$ cat src/rtl/p2h_round.sv
// Round half away from zero of one fixed-point cube coordinate, with its rounding error.
`timescale 1ns / 1ps

module p2h_round #(
    parameter int ACC_W = 44,
    parameter int FRAC  = 20
) (
    input  logic signed [ACC_W-1:0]    i_value,
    output logic signed [ACC_W-FRAC:0] o_int,
    output logic [FRAC:0]              o_err
);

    logic              w_neg;
    logic [ACC_W-1:0]  w_mag;
    logic [ACC_W:0]    w_sum;
    logic [ACC_W-FRAC-1:0] w_k;
    logic [FRAC-1:0]   w_low;

    always_comb begin
        w_neg = i_value[ACC_W-1];
        w_mag = w_neg ? (-i_value) : i_value;
        w_sum = {1'b0, w_mag} + {{(ACC_W-FRAC+1){1'b0}}, 1'b1, {(FRAC-1){1'b0}}};
        w_k   = w_sum[ACC_W-1:FRAC];
        o_int = w_neg ? -$signed({1'b0, w_k}) : $signed({1'b0, w_k});
        w_low = w_mag[FRAC-1:0];
        if (w_low[FRAC-1]) begin
            o_err = {1'b1, {FRAC{1'b0}}} - {1'b0, w_low};
        end else begin
            o_err = {1'b0, w_low};
        end
    end

endmodule

$ cat config.mk
export PLATFORM = sky130hd
export DESIGN_NAME = p2h_round
export DESIGN_NICKNAME = d
export VERILOG_FILES = /design/src/rtl/p2h_round.sv
export SDC_FILE = /design/constraint.sdc
export NUM_CORES = 1
export LEC_CHECK = 0
export BUFFER_PORTS_ARGS = -buffer_cell sky130_fd_sc_hd__buf_2
export CORE_MARGIN = 2
export CORE_UTILIZATION = 59
export DETAILED_ROUTE_END_ITERATION = 10
export GPL_TIMING_DRIVEN = 0
export MAX_ROUTING_LAYER = met4
export PLACE_DENSITY = 0.88
export SLEW_MARGIN = 20
export SYNTH_ARGS = -nofsm -noshare
export SYNTH_HDL_FRONTEND = slang
export SYNTH_SLANG_ARGS = --single-unit
export TNS_END_PERCENT = 20
$ cat constraint.sdc
create_clock -name vclk -period 18.7
set_clock_uncertainty 0.05 [all_clocks]
set_input_delay 3.74 -clock vclk [all_inputs]
set_output_delay 3.74 -clock vclk [all_outputs]
set_load 0.02 [all_outputs]
* After elaboration in Yosys (flattened, before gate mapping)
Index checks and enable logic that the tools add are counted.
** Operators by class
- Mux-type cells :: 3
- $add $sub $neg :: 4
** Operator list (count)
- 44-bit by 20-bit adder with 44-bit output, second input constant :: 1
- 44-bit two-way mux :: 1
- 44-bit negation :: 1
- 25-bit two-way mux :: 1
- 24-bit negation with 25-bit output :: 1
- 21-bit two-way mux :: 1
- 21-bit by 20-bit subtractor with 21-bit output, first input constant :: 1
** Storage, ports and cells
- Output and inout bits :: 46
- Flip-flop bits (word level) :: 0
- Input port bits :: 44

* Depth between registers and ports, before layout
- Depth after elaboration :: 5
- Mapped depth :: 23
- Gate-level depth less buffers :: 17

* Worst setup path before layout
OpenSTA, ideal clock, no wires.
- Path kind :: input to output
- From :: in i_value[43]
- To :: out o_int[22]
- Stages on the path :: 23
- Required time :: 14910 ps
- Slack :: 5952 ps
- Arrival time :: 8958 ps
- Buffers on the path :: 11
- Cells stage by stage :: clkbuf_1 > clkbuf_1 > clkbuf_1 > clkbuf_1 > buf_1 > buf_1 > clkbuf_1 > clkbuf_1 > buf_1 > nand2b_1 > xnor2_1 > ha_1 > inv_1 > a221o_1 > nor3_2 > and2_1 > buf_2 > o211ai_1 > a211oi_4 > nand2b_4 > buf_6 > o41ai_1 > xor2_1
** Between the ends
- Longest elaborated chain between the ends :: 4
** RTL lines
- start, declared :: line 8 : input logic signed [ACC_W-1:0] i_value,
- 44-bit two-way mux :: line 21 : w_mag = w_neg ? (-i_value) : i_value;
- 44-bit by 20-bit adder with 44-bit output :: line 22 : w_sum = {1'b0, w_mag} + {{(ACC_W-FRAC+1){1'b0}}, 1'b1, {(FRAC-1){1'b0}}};
- 24-bit negation with 25-bit output :: line 24 : o_int = w_neg ? -$signed({1'b0, w_k}) : $signed({1'b0, w_k});
- 25-bit two-way mux (*) :: line 24
- end, declared :: line 9 : output logic signed [ACC_W-FRAC:0] o_int,
Mark *: on every way between the ends. The rest lies on a longest branch, timed or not.

* Worst setup path in the final report
- From :: in i_value[43]
- To :: out o_int[20]
The elaborated chain is that of the path after synthesis.

==> metrics.txt <==
GPL Wtd Cong=0.983; post-synthesis xor/xnor area fraction=0.255; Wirelength per Cell=16.6 um; synthesized area=0.00338 mm^2; syn avg cell area=6.64 um^2; register area=0 um^2; Slew Limit Headroom=0.428; Initial Utilization=0.614; final-report max-slew violation count=0; commonest non-fill, non-tap cell in the layout=buf_2; Post-DP HPWL=8.79 mm; layout net count=641; yosys synthesis warning count=0; minimum clock period=14.83 ns; via count=4282; CORE AREA=0.00551 mm^2; Post-Layout Cell Count=663; Final WS setup=3.87 ns; Layout area overhead=14.8%; FF+latch count=0; drt drc=0; final hold slack=7.81 ns; pin count of the biggest net entering global routing=11; Hold Fails Final Rpt=0; PortBufs=82; post-synthesis mux area share=0.0248; vias per cell=6.46; setup TNS=0 ns; Syn Inst Count=509; Final ANT Viol Nets=0; Diodes inserted=0; row count=27; final setup vio count=0; RSZ-0062 raised after global routing=false; vias in the first global route=3845; commonest cells after routing, fill and taps aside=buf_2 (86), nand2_1 (56), xnor2_1 (52); TritonRoute pass-1 iters=5; adder-cell share of the synthesized area=0.0148; critical path capture point type=output pin; Cell Area, Placed=0.00388 mm^2; post-synthesis simple-gate area fraction=0.386; P per Cell Area=31.8 mW/mm^2; arrival time worst endpoint=11.04 ns; Worst Setup Start Kind=primary input; Post-CTS Resized=0; share of post-route cells with drive strength above 1=0.200; first-pass GRT wire length=17.9 mm; Hold WC Path Type=primary input to output pin; Max-Cap Viols=0; post-route clock period utilization=0.793; Critical Path RT=14.91 ns; Seq/Total Area, Yosys=0; drt first-iter violations=364; DIE AREA=0.00635 mm^2; critical path fanouts, max=10; grt ovf=0; clock buf count=0; cell area after layout=0.00388 mm^2; CTS Hold Bufs=0; Worst VDD drop=0.0000246 V; DP Cell Count=663; compound-gate portion of the synthesized area=0.259; largest family of logic cells by synthesized area=simple AND/OR/NAND/NOR gates; crit path kind=primary input to output pin; f_max=67.4 MHz; DP Worst Slack=4.16 ns; Die Y=79.7 um; initial antenna violation count=0; Ports=90; final wirelength=11.0 mm; Synth cell types=73; Post-Syn Nets=557; leakage=1.43 nW; Post-CTS Setup Repair Bufs=0; gr usage total=0.347; status=complete, no violations; Die W=79.7 um; Worst Tran Pin Value=0.852 ns
## cell families (layout without fill, tap and decap cells)
family                   Yosys count  after routing
other                              1              1
multiplexers                       8              8
adder cells (fa/ha/maj)            4              4
buffers and inverters             42            124
XOR/XNOR                          97             97
AO/OA/AOI/OAI                    123            123
AND/OR/NAND/NOR                  234            234
## metal layers
layer | GRT usage | part of all wire | vias to the layer above
li1 | - | - | 2044
met5 | - | 0 | -
met4 | 0.0810 | 0.022 | 0
met1 | 0.436 | 0.41 | 1969
met3 | 0.0238 | 0.089 | 22
met2 | 0.608 | 0.48 | 247
## cells in the mapped netlist (3+ instances only)
master	count	area, um^2
nand2_1	56	210
xnor2_1	52	455
xor2_1	44	385
nor2_1	33	124
o21ai_0	28	140
o31ai_1	21	158
nor3_1	19	95.1
nand3_1	18	90.1
clkbuf_1	16	60.1
a21oi_1	15	75.1
nand4_1	15	93.8
inv_1	12	45.0
or3_1	11	68.8
and2_1	10	62.6
nand2b_1	10	62.6
o41ai_1	10	87.6
a31oi_1	8	50.1
nor4_1	7	43.8
and3_1	6	37.5
or2_2	6	37.5
or4_1	6	45.0
mux2i_1	5	50.1
nand3b_1	5	37.5
nor2b_1	5	31.3
nor3b_1	5	37.5
buf_1	4	15.0
buf_2	4	20.0
buf_6	4	45.0
ha_1	4	50.1
a211o_1	3	26.3
a22oi_1	3	22.5
and3b_1	3	26.3
mux2_2	3	33.8
o211ai_1	3	22.5
o22ai_1	3	18.8
o32a_1	3	30.0
or4_4	3	33.8
## worst max-delay path, stage by stage
cell and delay [ns]:
clkbuf_1 0.28, clkbuf_1 0.41, clkbuf_1 0.39, clkbuf_1 0.46
buf_1 0.46, buf_1 0.47, clkbuf_1 0.44, clkbuf_1 0.54
buf_1 0.58, nand2b_1 0.14, xnor2_1 0.18, ha_1 0.20
inv_1 0.07, a221o_1 0.34, nor3_2 0.39, and2_1 0.20
buf_2 0.20, o211ai_1 0.18, a211oi_4 0.35, nand2b_4 0.07
buf_6 0.13, o41ai_1 0.45, xnor2_1 0.16, buf_2 0.18
## path summary, 6_finish.rpt
path,end,slack (ns),from,cells past startpoint
max,o_int[20],3.87,i_value[43],24
min,o_err[0],7.81,i_value[0],3
## layout make-up
cell class | count | area [um^2]
plain buffers | 30 | 155
multi-input cells | 467 | 3180
repair buffers | 82 | 410
fillers | 536 | 1620
inverters | 12 | 45.0
well taps | 72 | 90.1
## report_power, final
| group | internal (mW) | switching (mW) | leakage [nW] |
|---|---|---|---|
| registers | 0 | 0 | 0 |
| logic | 0.0448 | 0.0786 | 1.43 |
| clock network | 0 | 0 | 0 |
## stage by stage
step,util,power (mW)
after floorplan,-,0.0856
after global placement,0.705,0.119
after detailed placement,0.705,0.121
after CTS,0.705,0.122
after global routing,0.705,0.133
final,0.705,0.123
No activity file was read; power rests on OpenSTA's default activity.
